<file path="config.mk">
export PLATFORM = sky130hd
export DESIGN_NAME = min_max_thermometer_display
export DESIGN_NICKNAME = d
export VERILOG_FILES = /design/src/rtl/core/mmtd_pkg.sv /design/src/rtl/core/min_max_thermometer_display.sv /design/src/rtl/core/mmtd_encode.sv
export SDC_FILE = /design/constraint.sdc
export NUM_CORES = 1
export LEC_CHECK = 0
export ABC_AREA = 1
export BUFFER_PORTS_ARGS = -buffer_cell sky130_fd_sc_hd__buf_2
export CAP_MARGIN = 20
export CORE_ASPECT_RATIO = 1.25
export CORE_UTILIZATION = 56
export CTS_CLUSTER_DIAMETER = 80
export DETAILED_ROUTE_END_ITERATION = 7
export HOLD_SLACK_MARGIN = 0.05
export PLACE_DENSITY = 0.72
export SETUP_SLACK_MARGIN = 0.3
export SYNTH_ARGS = -nofsm -noshare
export SYNTH_HDL_FRONTEND = slang
export SYNTH_SLANG_ARGS = --single-unit
</file>
<file path="constraint.sdc">
create_clock -name clk -period 19.9 [get_ports clk]
set_input_delay 1.99 -clock clk [delete_from_list [all_inputs] [get_ports clk]]
set_output_delay 1.99 -clock clk [all_outputs]
set_load 0.005 [all_outputs]
</file>
<file path="src/rtl/core/mmtd_pkg.sv">
// Package for the min/max thermometer display.
// Holds the mode and register index codes, reset constants, display limits and the display word type.
// No dependencies.
`default_nettype none

package mmtd_pkg;

  typedef enum logic [1:0] {
    MODE_MAXIMUM = 2'd0,
    MODE_CURRENT = 2'd1,
    MODE_MINIMUM = 2'd2,
    MODE_SLEEP   = 2'd3
  } mode_t;

  localparam int CFG_INDEX_W = 2;

  typedef enum logic [CFG_INDEX_W-1:0] {
    CFG_MINUS_CODE = 2'd0,
    CFG_BLANK_CODE = 2'd1
  } cfg_reg_t;

  localparam logic [7:0] MINUS_CODE_RST = 8'd10;
  localparam logic [7:0] BLANK_CODE_RST = 8'd11;

  localparam logic signed [7:0] CURRENT_RST = 8'sd0;
  localparam logic signed [7:0] MINIMUM_RST = 8'sd127;
  localparam logic signed [7:0] MAXIMUM_RST = -8'sd128;

  localparam logic signed [7:0] SHOW_LOW  = -8'sd9;
  localparam logic signed [7:0] SHOW_HIGH = 8'sd99;
  localparam logic signed [7:0] TWO_DIGIT = 8'sd10;

  // Reciprocal of ten scaled by 2**11; exact for values below 1029.
  localparam logic [7:0] RECIP_TEN   = 8'd205;
  localparam int         RECIP_SHIFT = 11;

  typedef struct packed {
    logic [7:0] left_char;
    logic [7:0] right_char;
    logic       led_maximum;
    logic       led_current;
    logic       led_minimum;
    logic       display_on;
  } disp_t;

endpackage

`default_nettype wire

</file>
<file path="src/rtl/core/min_max_thermometer_display.sv">
// Top level of the min/max thermometer display.
// Depends on mmtd_pkg and mmtd_encode.
//
// Every accepted word, a temperature sample or a button press, produces one display word in the
// next cycle. A sample updates the current, minimum and maximum values; a press steps the
// mode through maximum, current, minimum and sleep. The state update and the character
// encoding are one short combinational path into the output register, so a new word is taken
// every cycle; the input stalls only while a finished word waits in the output register and
// the output is stalled. Configuration writes are always ready and apply to words accepted later.
`default_nettype none

module min_max_thermometer_display (
  input  wire logic                               clk,
  input  wire logic                               rst_n,
  input  wire logic                               in_valid,
  output logic                                    in_stall,
  input  wire logic                               in_action,
  input  wire logic signed [7:0]                  in_temperature,
  output logic                                    out_valid,
  input  wire logic                               out_stall,
  output logic [7:0]                              out_left_char,
  output logic [7:0]                              out_right_char,
  output logic                                    out_led_maximum,
  output logic                                    out_led_current,
  output logic                                    out_led_minimum,
  output logic                                    out_display_on,
  input  wire logic                               cfg_valid,
  output logic                                    cfg_ready,
  input  wire logic [mmtd_pkg::CFG_INDEX_W-1:0]   cfg_index,
  input  wire logic [7:0]                         cfg_data
);
  import mmtd_pkg::*;

  mode_t             mode_r, mode_nxt;
  logic signed [7:0] cur_r, cur_nxt;
  logic signed [7:0] min_r, min_nxt;
  logic signed [7:0] max_r, max_nxt;
  logic [7:0]        minus_r;
  logic [7:0]        blank_r;
  logic              out_valid_r;
  disp_t             disp_r;
  disp_t             disp_nxt;
  logic signed [7:0] shown;
  logic              accept;

  assign in_stall  = out_valid_r && out_stall;
  assign accept    = in_valid && !in_stall;
  assign cfg_ready = 1'b1;

  always_comb begin
    mode_nxt = mode_r;
    cur_nxt  = cur_r;
    min_nxt  = min_r;
    max_nxt  = max_r;
    if (in_action) begin
      unique case (mode_r)
        MODE_MAXIMUM: mode_nxt = MODE_CURRENT;
        MODE_CURRENT: mode_nxt = MODE_MINIMUM;
        MODE_MINIMUM: mode_nxt = MODE_SLEEP;
        MODE_SLEEP:   mode_nxt = MODE_MAXIMUM;
        default:      mode_nxt = MODE_CURRENT;
      endcase
    end else begin
      cur_nxt = in_temperature;
      if (in_temperature < min_r) begin
        min_nxt = in_temperature;
      end
      if (in_temperature > max_r) begin
        max_nxt = in_temperature;
      end
    end
  end

  always_comb begin
    unique case (mode_nxt)
      MODE_MAXIMUM: shown = max_nxt;
      MODE_MINIMUM: shown = min_nxt;
      default:      shown = cur_nxt;
    endcase
  end

  mmtd_encode u_encode (
    .mode       (mode_nxt),
    .shown      (shown),
    .minus_code (minus_r),
    .blank_code (blank_r),
    .disp       (disp_nxt)
  );

  always_ff @(posedge clk) begin
    if (!rst_n) begin
      mode_r      <= MODE_CURRENT;
      cur_r       <= CURRENT_RST;
      min_r       <= MINIMUM_RST;
      max_r       <= MAXIMUM_RST;
      minus_r     <= MINUS_CODE_RST;
      blank_r     <= BLANK_CODE_RST;
      out_valid_r <= 1'b0;
    end else begin
      if (cfg_valid && cfg_ready) begin
        unique case (cfg_index)
          CFG_MINUS_CODE: minus_r <= cfg_data;
          CFG_BLANK_CODE: blank_r <= cfg_data;
          default: ;
        endcase
      end
      if (accept) begin
        mode_r      <= mode_nxt;
        cur_r       <= cur_nxt;
        min_r       <= min_nxt;
        max_r       <= max_nxt;
        out_valid_r <= 1'b1;
      end else if (!out_stall) begin
        out_valid_r <= 1'b0;
      end
    end
  end

  always_ff @(posedge clk) begin
    if (accept) begin
      disp_r <= disp_nxt;
    end
  end

  assign out_valid       = out_valid_r;
  assign out_left_char   = disp_r.left_char;
  assign out_right_char  = disp_r.right_char;
  assign out_led_maximum = disp_r.led_maximum;
  assign out_led_current = disp_r.led_current;
  assign out_led_minimum = disp_r.led_minimum;
  assign out_display_on  = disp_r.display_on;

endmodule

`default_nettype wire

</file>
<file path="src/rtl/core/mmtd_encode.sv">
// Display encoder: turns the selected value and mode into two character codes and LEDs.
// Depends on mmtd_pkg.
`default_nettype none

module mmtd_encode (
  input  var mmtd_pkg::mode_t       mode,
  input  wire logic signed [7:0]    shown,
  input  wire logic [7:0]           minus_code,
  input  wire logic [7:0]           blank_code,
  output mmtd_pkg::disp_t           disp
);
  import mmtd_pkg::*;

  logic [6:0]  mag;
  logic [14:0] prod;
  logic [3:0]  tens;
  logic [6:0]  units;
  logic [7:0]  left_c;
  logic [7:0]  right_c;

  always_comb begin
    mag   = shown[7] ? 7'(-shown) : shown[6:0];
    prod  = 15'(mag) * 15'(RECIP_TEN);
    tens  = prod[RECIP_SHIFT +: 4];
    units = mag - 7'(tens) * 7'd10;

    if ((shown < SHOW_LOW) || (shown > SHOW_HIGH)) begin
      left_c  = minus_code;
      right_c = minus_code;
    end else if (shown[7]) begin
      left_c  = minus_code;
      right_c = {1'b0, mag};
    end else if (shown >= TWO_DIGIT) begin
      left_c  = {4'd0, tens};
      right_c = {1'b0, units};
    end else begin
      left_c  = blank_code;
      right_c = {1'b0, mag};
    end
  end

  always_comb begin
    disp = '0;
    unique case (mode)
      MODE_MAXIMUM: begin
        disp.left_char   = left_c;
        disp.right_char  = right_c;
        disp.led_maximum = 1'b1;
        disp.display_on  = 1'b1;
      end
      MODE_CURRENT: begin
        disp.left_char   = left_c;
        disp.right_char  = right_c;
        disp.led_current = 1'b1;
        disp.display_on  = 1'b1;
      end
      MODE_MINIMUM: begin
        disp.left_char   = left_c;
        disp.right_char  = right_c;
        disp.led_minimum = 1'b1;
        disp.display_on  = 1'b1;
      end
      MODE_SLEEP: begin
        disp.left_char  = blank_code;
        disp.right_char = blank_code;
      end
      default: begin
        disp = '0;
      end
    endcase
  end

endmodule

`default_nettype wire
</file>
# [After elaboration in Yosys (flattened, before gate mapping)]
# Cells that the tools add are included.
[classes] reduce_logical=10 add_sub_neg=2 magnitude_cmp=5 mux=22 mul=2 n_eq_ne=8
[ops] op="$mux W8" n=9
[ops] op="$pmux W16 S2" n=1
[ops] op="$mux W7" n=3
[ops] op="$pmux W8 S2" n=1
[ops] op="$mul A7 B8 Y15 const B" n=1
[ops] op="$eq A2 B2 Y1 const B" n=4
[ops] op="$ge A8 B5 Y1 const B" n=1
[ops] op="$gt A8 B8 Y1" n=1
[ops] op="$gt A8 B8 Y1 const B" n=1
[ops] op="$lt A8 B5 Y1 const B" n=1
[ops] op="$lt A8 B8 Y1" n=1
[ops] op="$pmux W2 S4" n=1
[ops] op="$neg A7 Y7" n=1
[ops] op="$sub A7 B7 Y7" n=1
[ops] op="$eq A2 B1 Y1 const B" n=3
[ops] op="$logic_not A2 Y1" n=3
[ops] op="$mul A4 B3 Y6 const B" n=1
[ops] op="$mux W1" n=6
[ops] op="$reduce_and A2 Y1" n=2
[ops] op="$reduce_or A3 Y1" n=1
[ops] op="$logic_and A1 B1 Y1" n=2
[ops] op="$mux W2" n=1
[ops] op="$ne A2 B1 Y1 const B" n=1
[ops] op="$logic_not A1 Y1" n=1
[ops] op="$logic_or A1 B1 Y1" n=1
[totals] ff_bits=63 output_inout_bits=23 input_bits=24

# [Logic depth before layout (Yosys ltp)]
# Gate-level depths: netlist (run 1).
[logic_depth] depth_word=14 ltp_mapped=61

# [Cells and area by module]
# A second synthesis (run 1) with hierarchy kept.
[unflattened] hier_cells=785 hier_area_um2=5515.3
[modules_own_cells] mod="min_max_thermometer_display" seq_area_each_um2=1461.4 area_per_inst_um2=3238.1 cells_per_inst=417 instances=1
[modules_own_cells] mod="mmtd_encode" seq_area_each_um2=0.0 area_per_inst_um2=2277.2 cells_per_inst=368 instances=1

# [Worst setup path after synthesis (run 1)]
# No wires, ideal clock.
[synth_timing] kind="input -> register" from="input port in_temperature[7]" to="register disp_r, in the netlist out_right_char[6], data pin" stages=48 setup_time_ps=252 path_slack_ps=10775 required_time_ps=19648 n_path_buf=1 arrival_time_ps=8873 cell_sequence="ha_1 > a21oi_1 > o21a_1 > nand3_1 > nand3_2 > buf_6 > nand2_1 > nand2_1 > nor2_1 > nor2_1 > inv_1 > o21ai_0 > nand2_1 > xor2_1 > ha_1 > inv_1 > fa_1 > inv_1 > [12 not listed] > nand2_2 > xor2_1 > ha_1 > ha_1 > inv_1 > ha_1 > nand2_1 > inv_1 > nand4_1 > nor2_1 > nor2_1 > inv_1 > nand2_1 > nand2_1 > nand2_1 > nand3_1 > nand2_1 > nand2_1"
[synth_lines] element="from (decl)" line_no="min_max_thermometer_display.sv:18" source="input wire logic signed [7:0] in_temperature,"
[synth_lines] element="to (signal assigned)" line_no="min_max_thermometer_display.sv:121" source="disp_r <= disp_nxt;"
[synth_lines] element="to (decl)" line_no="min_max_thermometer_display.sv:41" source="disp_t disp_r;"

==> results of run 1 <==
[layer usage]
layer	track usage	vias to the layer above
li1	-	2340
met1	0.288	2069
met2	0.507	82
met3	0.0458	32
met4	0.142	0
met5	0	-
[final timing paths]
kind                                        start           endpoint  slack, ns  cells after the start
worst max-delay path            in_temperature[5]  out_right_char[6]      10.15                     53
worst min-delay path                   blank_r[4]         blank_r[4]       0.47                      2
worst max register to register           max_r[5]  out_right_char[6]      11.58                     53
worst min register to register         blank_r[4]         blank_r[4]       0.47                      2
[synthesized netlist by cell type, drive strengths merged]
master / count / area, um^2
nor3: 4 / 25.0
inv: 125 / 472
o211ai: 17 / 133
nand4: 6 / 37.5
nand2: 137 / 539
edfxtp: 20 / 601
a21o: 1 / 7.51
a211oi: 6 / 45.0
mux2i: 4 / 40.0
o21a: 1 / 7.51
a21oi: 48 / 252
buf: 7 / 57.5
fa: 8 / 160
dfxtp: 43 / 861
or3: 2 / 17.5
o21bai: 1 / 7.51
o22ai: 6 / 37.5
ha: 59 / 738
nor4: 2 / 18.8
o32ai: 1 / 8.76
nor2: 63 / 282
o21ai: 64 / 328
conb: 1 / 3.75
clkinv: 3 / 11.3
or2: 2 / 12.5
clkbuf: 10 / 37.5
nand3: 32 / 215
a41oi: 1 / 8.76
xnor2: 3 / 26.3
xor2: 9 / 86.3
and3: 1 / 6.26
[through the flow]
step | instance area, um^2 | setup slack [ns] | cells | utilization | hold slack [ns]
detailed placement | 5370 | 9.76 | 835 | 0.614 | 0.459
global placement | 5370 | 9.99 | 835 | 0.614 | 0.450
CTS | 5600 | 10.12 | 851 | 0.640 | 0.470
floorplan | 5080 | 10.77 | 687 | - | 0.438
finish | 5630 | 10.15 | 852 | 0.643 | 0.471
global route | 5630 | 9.28 | 852 | 0.643 | 0.498
[layout by cell type, fill, tap and decap left out, drive strengths merged, types with 8 or more instances in the layout]
master  count
fa          8
o211ai     17
a21oi      48
dfxtp      43
o21ai      64
nand2     137
nor2       63
buf        46
xor2        9
clkbuf     10
ha         59
edfxtp     20
nand3      32
inv       125
[worst reg2reg max path, delay by kind of cell (launching register included)]
family / cells / cell delay, ns
xor+xnor: 2 / 0.36
fa+ha+maj: 10 / 3.32
simple gates: 27 / 2.66
flops: 1 / 0.31
buf+inv: 10 / 0.64
compound gates: 4 / 0.81
[flip-flops by register name, summed over array words and instances, names as in the netlist]
name	flops
cur_r	8
out_valid	1
out_right_char	8
out_led_maximum	1
out_left_char	8
out_led_minimum	1
blank_r	8
mode_r	2
min_r	8
out_display_on	1
minus_r	8
max_r	8
out_led_current	1
[area by class of cell]
| class | count | area [um^2] |
|---|---|---|
| multi-input combinational | 479 | 3050 |
| fill | 818 | 3120 |
| clock buffer | 10 | 138 |
| sequential | 63 | 1460 |
| tap | 120 | 150 |
| inverter | 128 | 483 |
| timing repair buffer | 46 | 253 |
| clock inverter | 6 | 93.8 |
[cells by family after synthesis]
kind of cell / share of synthesized area
DFF: 0.288
xor gates and xnor gates: 0.0222
buffers and inverters: 0.114
other: 0.000738
muxes: 0.00788
and+or+nand+nor: 0.227
adders and majority gates: 0.177
AOI/OAI and AO/OA: 0.164
==> results.sh, run 1 <==
export IMPL_final_min_clock_period_ns=9.75
export IMPL_dieArea_um2=9460
export IMPL_worst_pin_slew_ns=0.856
export IMPL_core_um2=8750
export IMPL_clkTransAtPathRegs_ns=0.07
export IMPL_drt_wl_total_mm=11.9
export IMPL_path_buf_inv=10
export IMPL_syn_nets=778
export IMPL_worstPathArrival_ns=9.86
export IMPL_route_met3_wl_um=324
export IMPL_crit_family="adder cells"
export IMPL_grt_max_degree=49
export IMPL_relSlewSlack=0.425
export IMPL_numCtsBuffers=9
export IMPL_clk_latency_ns=0.35
export IMPL_synth_seq_cells=63
export IMPL_grt_overflow=0
export IMPL_path_common_cell="nand2_1"
export IMPL_dp_hpwl_mm=9.28
export IMPL_cts_setup_buffers=0
export IMPL_ys_seq_area_frac=0.288
export IMPL_critPathMaxFanout=13
export IMPL_ctsResizeCount=0
export IMPL_grt_first_pass_wirelength_mm=19.6
export IMPL_antenna_cells=0
export IMPL_timing_final_crit_share=0.490
export IMPL_fin_skew_ns=0.0124
export IMPL_die_h_um=109
export IMPL_antenna_left=0
export IMPL_setup_viol=0
export IMPL_grt_pass1_vias=4419
export IMPL_cts_root_buf="clkbuf_8"
export IMPL_critPathMaxStageDelay_ns=0.53
export IMPL_synth_cell_types=51
export IMPL_maxCapViolCount=0
export IMPL_io_pins=47
export IMPL_antenna_found_initial=0
export IMPL_drt_drc_violations_left=0
export IMPL_cpMaxStageDelayCell="nor2_1"
export IMPL_cts_sinks=63
export IMPL_syn_avg_cell_area_um2=7.40
export IMPL_max_freq_mhz=103
export IMPL_num_rows=38
export IMPL_place_congestion=0.921
export IMPL_cts_hold_buf=0
export IMPL_status="completed"
export IMPL_drive_above_1_share=0.143
export IMPL_vias=4523
export IMPL_dieWidth_um=87.2
export IMPL_first_pass_iters=6
export IMPL_crit_path_start_kind="input port"
export IMPL_via_per_inst=5.31
export IMPL_drt_iter0_drc=171
export IMPL_synthesis_area_um2=5080
export IMPL_start_util=0.581
export IMPL_highest_layer="met4"
export IMPL_hold_viol_final=0
export IMPL_layout_nets=818
export IMPL_port_buffers=45
export IMPL_required_ns=20.00
export IMPL_drv_slew=0
export IMPL_h_tree_depth=3
export IMPL_rsz0062_at_grt="no"
export IMPL_critPathKind="input port to register"
export IMPL_clockBufferDepth=2
export IMPL_wl_met1_mm=4.87
export IMPL_grt_use_total=0.271
export IMPL_area_growth_pct=10.8
export IMPL_netlist_instances=687
export IMPL_end_kind="register"
export IMPL_wl_met2_mm=6.30
export IMPL_cts_tree="built"
export IMPL_fin_setup_tns_ns=0
export IMPL_hold_class="register to register"
export IMPL_wl_per_cell_um=14.0
export IMPL_ys_warn_count=0
Power of run 1 is not shown: default switching activity piles up to over one toggle a cycle in this logic, so the estimate is an artifact.
==> inputs of run 2 (changes only) <==
--- a/config.mk
+++ b/config.mk
@@ -5,15 +5,15 @@
 export SDC_FILE = /design/constraint.sdc
 export NUM_CORES = 1
 export LEC_CHECK = 0
-export ABC_AREA = 1
+export ABC_AREA = 0
 export BUFFER_PORTS_ARGS = -buffer_cell sky130_fd_sc_hd__buf_2
 export CAP_MARGIN = 20
 export CORE_ASPECT_RATIO = 1.25
-export CORE_UTILIZATION = 56
+export CORE_UTILIZATION = 55
 export CTS_CLUSTER_DIAMETER = 80
 export DETAILED_ROUTE_END_ITERATION = 7
 export HOLD_SLACK_MARGIN = 0.05
-export PLACE_DENSITY = 0.72
+export PLACE_DENSITY = 0.74
 export SETUP_SLACK_MARGIN = 0.3
 export SYNTH_ARGS = -nofsm -noshare
 export SYNTH_HDL_FRONTEND = slang
==> constraint.sdc (replaced) <==
create_clock -name clk -period 8.8 [get_ports clk]
set_input_delay 0.88 -clock clk [delete_from_list [all_inputs] [get_ports clk]]
set_output_delay 0.88 -clock clk [all_outputs]
set_load 0.005 [all_outputs]
==> run 2 against run 1 <==
Against the previous run: synthesized area is 0.12% higher; largest cell class unchanged; sequential share of layout area is 2.4 points lower; flip-flop and latch count stayed put; global-route usage is 1.5 points higher; cell area is 10% higher; die area is 1.9% higher; clock skew is 0.0016 ns lower; critical endpoint unchanged; core utilization is 5.7 points higher; final cell count is 8.0% lower; first-iteration DRC count is 51% higher; wire length is 11% higher.
==> results.sh, run 2 <==
export IMPL_cts_tree="built"
export IMPL_io_pins=47
export IMPL_start_util=0.575
export IMPL_final_min_clock_period_ns=8.26
export IMPL_final_util=0.700
export IMPL_wl_per_cell_um=16.8
export IMPL_synth_top_area_frac=0.169
export IMPL_maxCapViolCount=0
export IMPL_antenna_found_initial=0
export IMPL_core_um2=8840
export IMPL_relSlewSlack=0.370
export IMPL_synth_common_cells="ha_1, nand2_1, inv_1"
export IMPL_antenna_cells=0
export IMPL_num_rows=38
export IMPL_first_pass_iters=4
export IMPL_drive_above_1_share=0.271
export IMPL_port_buffers=45
export IMPL_status="completed"
export IMPL_drt_drc_violations_left=0
export IMPL_synth_seq_cells=63
export IMPL_synth_area_top_cells="dfxtp_1, ha_1, edfxtp_1"
export IMPL_syn_nets=662
export IMPL_drt_iter0_drc=258
export IMPL_netlist_instances=571
export IMPL_clockBufferDepth=2
export IMPL_ys_seq_area_frac=0.287
export IMPL_max_freq_mhz=121
export IMPL_cts_root_buf="clkbuf_8"
export IMPL_final_cell_mix="nand2_1, inv_1, buf_4"
export IMPL_synth_ff_type="dfxtp_1"
export IMPL_drv_slew=0
export IMPL_path_buf_inv=6
export IMPL_synthesis_area_um2=5090
export IMPL_clk_latency_ns=0.34
export IMPL_grt_pass1_vias=4468
export IMPL_grt_use_total=0.286
export IMPL_critPathMaxFanout=7
export IMPL_hold_class="register to register"
export IMPL_vias=4570
export IMPL_clkTransAtPathRegs_ns=0.07
export IMPL_worst_pin_slew_ns=0.944
export IMPL_end_kind="register"
export IMPL_worstPathArrival_ns=8.35
export IMPL_dieArea_um2=9640
export IMPL_dpl_cell_area_um2=5630
export IMPL_antenna_left=0
export IMPL_timing_final_crit_share=0.938
export IMPL_ys_warn_count=0
export IMPL_path_common_cell="ha_1"
export IMPL_fin_skew_ns=0.0108
export IMPL_setup_viol=0
export IMPL_cts_hold_buf=0
export IMPL_final_common_cell="nand2_1"
export IMPL_crit_family="adder cells"
export IMPL_grt_first_pass_wirelength_mm=21.1
export IMPL_h_tree_depth=3
export IMPL_grt_overflow=0
export IMPL_yosysTopAreaCell="dfxtp_1"
export IMPL_synth_edf_count=20
export IMPL_grt_max_degree=44
export IMPL_final_cell_area_um2=6190
export IMPL_syn_avg_cell_area_um2=8.91
export IMPL_cpMaxStageDelayCell="fa_1"
export IMPL_die_h_um=110
export IMPL_required_ns=8.89
export IMPL_area_growth_pct=21.7
export IMPL_final_fill_count=712
export IMPL_rsz0062_at_grt="no"
export IMPL_via_per_inst=5.83
export IMPL_place_congestion=0.945
export IMPL_crit_path_start_kind="input port"
export IMPL_critPathMaxStageDelay_ns=0.53
export IMPL_critPathKind="input port to register"
export IMPL_drt_wl_total_mm=13.2
export IMPL_dieWidth_um=88.0
export IMPL_cts_sinks=63
export IMPL_layout_nets=750
export IMPL_hold_viol_final=0
export IMPL_synth_cell_types=77
export IMPL_async_flop_share=0
export IMPL_dp_hpwl_mm=9.67
export IMPL_numCtsBuffers=9
-- run 2: cell count changes after synthesis, moves of 8 or more --
cell      change
nand2_1      -68
inv_1        -60
o21ai_0      -33
mux2i_1      +24
nor2_1       -23
nor2b_1      +21
nand3_1      -17
a21boi_0      +9
a21oi_1       -9
nand2_2       -8
xnor2_1       +8
-- run 2: final timing paths --
| check | slack [ns] | cells past startpoint | start | endpoint |
|---|---|---|---|---|
| max | 0.54 | 41 | in_temperature[2] | out_right_char[6] |
| min | 0.50 | 2 | cur_r[4] | cur_r[4] |
| max reg2reg | 0.71 | 41 | mode_r[0] | out_right_char[6] |
| min reg2reg | 0.50 | 2 | cur_r[4] | cur_r[4] |
-- run 2: final cells by class --
| cell class | count | area, um^2 | share of cell area |
|---|---|---|---|
| clock inverters | 7 | 73.8 | 0.0119 |
| clock buffers | 9 | 124 | 0.0200 |
| multi-input cells | 429 | 3540 | 0.572 |
| inverters | 60 | 225 | 0.0364 |
| flip-flops and latches | 63 | 1460 | 0.236 |
| repair buffers | 96 | 613 | 0.0990 |
| well taps | 120 | 150 | 0.0242 |
-- run 2: logic make-up (layout without fill, tap and decap cells) --
kind of cell,count (synthesis),in the layout,synth area share
buffers and inverters,79,172,0.0622
muxes,32,32,0.0639
adders and majority gates,67,67,0.177
xor gates and xnor gates,20,20,0.0359
and+or+nand+nor,176,176,0.184
other,1,1,0.000737
DFF,63,63,0.287
AOI/OAI and AO/OA,133,133,0.190
-- run 2: timing repair --
action,in CTS,in global routing
setup endpoints to repair,1,4
pin swaps,1,22
gates resized for setup,4,34
setup buffers,4,14
-- run 2: tightest hold or removal path: stages (launching register included) --
cell and delay [ns]:
dfxtp_1 0.31, o21ai_0 0.06, a21boi_0 0.07
-- run 2: per-layer routing --
metal / track usage / share of wire / vias up
met5: 0 / 0 / -
met2: 0.521 / 0.52 / 176
met1: 0.326 / 0.39 / 2149
met4: 0.113 / 0.038 / 0
li1: - / - / 2207
met3: 0.0548 / 0.054 / 38
-- run 2: metrics by stage --
stage | setup WS [ns] | setup TNS, ns | instances | hold slack, ns
2_1_floorplan | 0.313 | 0 | 571 | 0.454
3_3_place_gp | -0.0752 | -0.0752 | 749 | 0.467
3_5_place_dp | -0.267 | -0.267 | 749 | 0.481
4_1_cts | 0.303 | 0 | 769 | 0.492
5_1_grt | 0.175 | 0 | 784 | 0.513
6_report | 0.542 | 0 | 784 | 0.496
Power of run 2 is left out for the same reason.
==> inputs of run 3 (changes only) <==
--- a/config.mk
+++ b/config.mk
@@ -9,11 +9,13 @@
 export BUFFER_PORTS_ARGS = -buffer_cell sky130_fd_sc_hd__buf_2
 export CAP_MARGIN = 20
 export CORE_ASPECT_RATIO = 1.25
-export CORE_UTILIZATION = 55
+export CORE_MARGIN = 3
+export CORE_UTILIZATION = 56
 export CTS_CLUSTER_DIAMETER = 80
 export DETAILED_ROUTE_END_ITERATION = 7
 export HOLD_SLACK_MARGIN = 0.05
-export PLACE_DENSITY = 0.74
+export PLACE_DENSITY = 0.72
+export RECOVER_POWER = 100
 export SETUP_SLACK_MARGIN = 0.3
 export SYNTH_ARGS = -nofsm -noshare
 export SYNTH_HDL_FRONTEND = slang
==> constraint.sdc (replaced) <==
create_clock -name clk -period 9.6 [get_ports clk]
set_input_delay 0.96 -clock clk [delete_from_list [all_inputs] [get_ports clk]]
set_output_delay 0.96 -clock clk [all_outputs]
set_load 0.005 [all_outputs]
==> run 3 against run 2 <==
Against the previous run: the flow now finishes with violations (max-capacitance violations, max-slew violations); sequential share of layout area is 2.1 points higher; clock-buffer cell count stayed put; global-route usage is 4.8 points lower; final cell count is 5.0% lower; non-clock buffer count is 39 lower; worst hold slack worse by 0.0018 ns; worst setup slack better by 0.013 ns; flip-flop and latch count stayed put; via count is 6.7% lower; wire length is 10% lower; critical endpoint unchanged.
==> results.sh, run 3 (synthesis results as in run 2) <==
export IMPL_dieWidth_um=91.3
export IMPL_wl_per_cell_um=15.9
export IMPL_end_kind="register"
export IMPL_cts_sinks=63
export IMPL_timing_final_crit_share=0.942
export IMPL_die_h_um=113
export IMPL_status="finished with violations"
export IMPL_final_min_clock_period_ns=9.05
export IMPL_relSlewSlack=-0.0818
export IMPL_setup_ws_ns=0.554
export IMPL_crit_path_start="in_temperature[2]"
export IMPL_worstPathArrival_ns=9.14
export IMPL_grt_overflow=0
export IMPL_layout_nets=711
export IMPL_cts_hold_buf=0
export IMPL_hold_viol_final=0
export IMPL_required_ns=9.69
export IMPL_io_pins=47
export IMPL_h_tree_depth=3
export IMPL_hold_class="register to register"
export IMPL_vias=4266
export IMPL_fin_skew_ns=0.0128
export IMPL_crit_family="adder cells"
export IMPL_drt_wl_total_mm=11.8
export IMPL_maxCapViolCount=1
export IMPL_drive_above_1_share=0.168
export IMPL_numCtsBuffers=9
export IMPL_hold_worst_slack_ns=0.494
export IMPL_clockBufferDepth=2
export IMPL_antenna_found_initial=0
export IMPL_clkTransAtPathRegs_ns=0.08
export IMPL_dp_hpwl_mm=9.06
export IMPL_crit_path_start_kind="input port"
export IMPL_cts_root_buf="clkbuf_8"
export IMPL_r2r_start="min_r[7]"
export IMPL_grt_pass1_vias=4120
export IMPL_num_rows=38
export IMPL_critPathMaxStageDelay_ns=0.49
export IMPL_grt_max_degree=44
export IMPL_worst_pin_slew_ns=1.62
export IMPL_drt_iter0_drc=170
export IMPL_pre_cts_slack_ns=0.169
export IMPL_clk_latency_ns=0.36
export IMPL_critPathMaxFanout=9
export IMPL_drv_slew=44
export IMPL_min_from="cur_r[4]"
export IMPL_core_um2=8750
export IMPL_grt_first_pass_wirelength_mm=19.7
export IMPL_path_buf_inv=7
export IMPL_place_congestion=0.899
export IMPL_area_growth_pct=11.5
export IMPL_drt_drc_violations_left=0
export IMPL_critPathKind="input port to register"
export IMPL_first_pass_iters=5
export IMPL_antenna_cells=0
export IMPL_fin_setup_tns_ns=0
export IMPL_grt_use_total=0.238
export IMPL_cts_tree="built"
export IMPL_cpMaxStageDelayCell="a22oi_1"
export IMPL_max_freq_mhz=111
export IMPL_setup_viol=0
export IMPL_rsz0062_at_grt="no"
export IMPL_via_per_inst=5.73
export IMPL_violations="max-capacitance violations, max-slew violations"
export IMPL_start_util=0.582
export IMPL_dieArea_um2=10300
export IMPL_port_buffers=45
export IMPL_antenna_left=0
export IMPL_path_common_cell="ha_1"
export IMPL_final_cell_mix="nand2_1, ha_1, inv_1"
run 3: final timing paths:
kind                             to  slack [ns]  cells after the start
hold reg to reg            cur_r[4]        0.49                      2
hold / removal             cur_r[4]        0.49                      2
setup reg to reg  out_right_char[6]        0.92                     41
setup / recovery  out_right_char[6]        0.55                     41
run 3: metrics by stage:
step	cells	instance area [um^2]	util
floorplan	571	5090	-
global placement	726	5440	0.622
detailed placement	726	5440	0.622
CTS	742	5670	0.648
global route	745	5680	0.649
finish	745	5680	0.649
run 3: layout make-up:
type,instances,area (um^2)
fill,740,3070
sequential,63,1460
clock buffer,9,124
inverter,60,225
tap,120,150
clock inverter,7,103
multi-input combinational,429,3310
timing repair buffer,57,300
run 3: routing by layer:
metal,global-route usage,wire [um]
met1,0.286,4850
met2,0.414,5940
met3,0.0409,590
met4,0.111,453
met5,0,0
run 3: what timing repair did:
item	CTS	global route
setup endpoints to repair	0	1
buffers inserted	0	3
gates resized for setup	0	7
hold endpoints to repair	0	0
run 3: worst register-to-register path: cells and delay by family (launching register included):
family                   cells  cell delay (ns)
XOR/XNOR                     4             0.67
AO/OA/AOI/OAI               11             2.52
flip-flops                   1             0.39
adder cells (fa/ha/maj)     10             3.05
AND/OR/NAND/NOR              9             1.26
buffers and inverters        7             0.53
Power of run 3 is left out for the same reason.
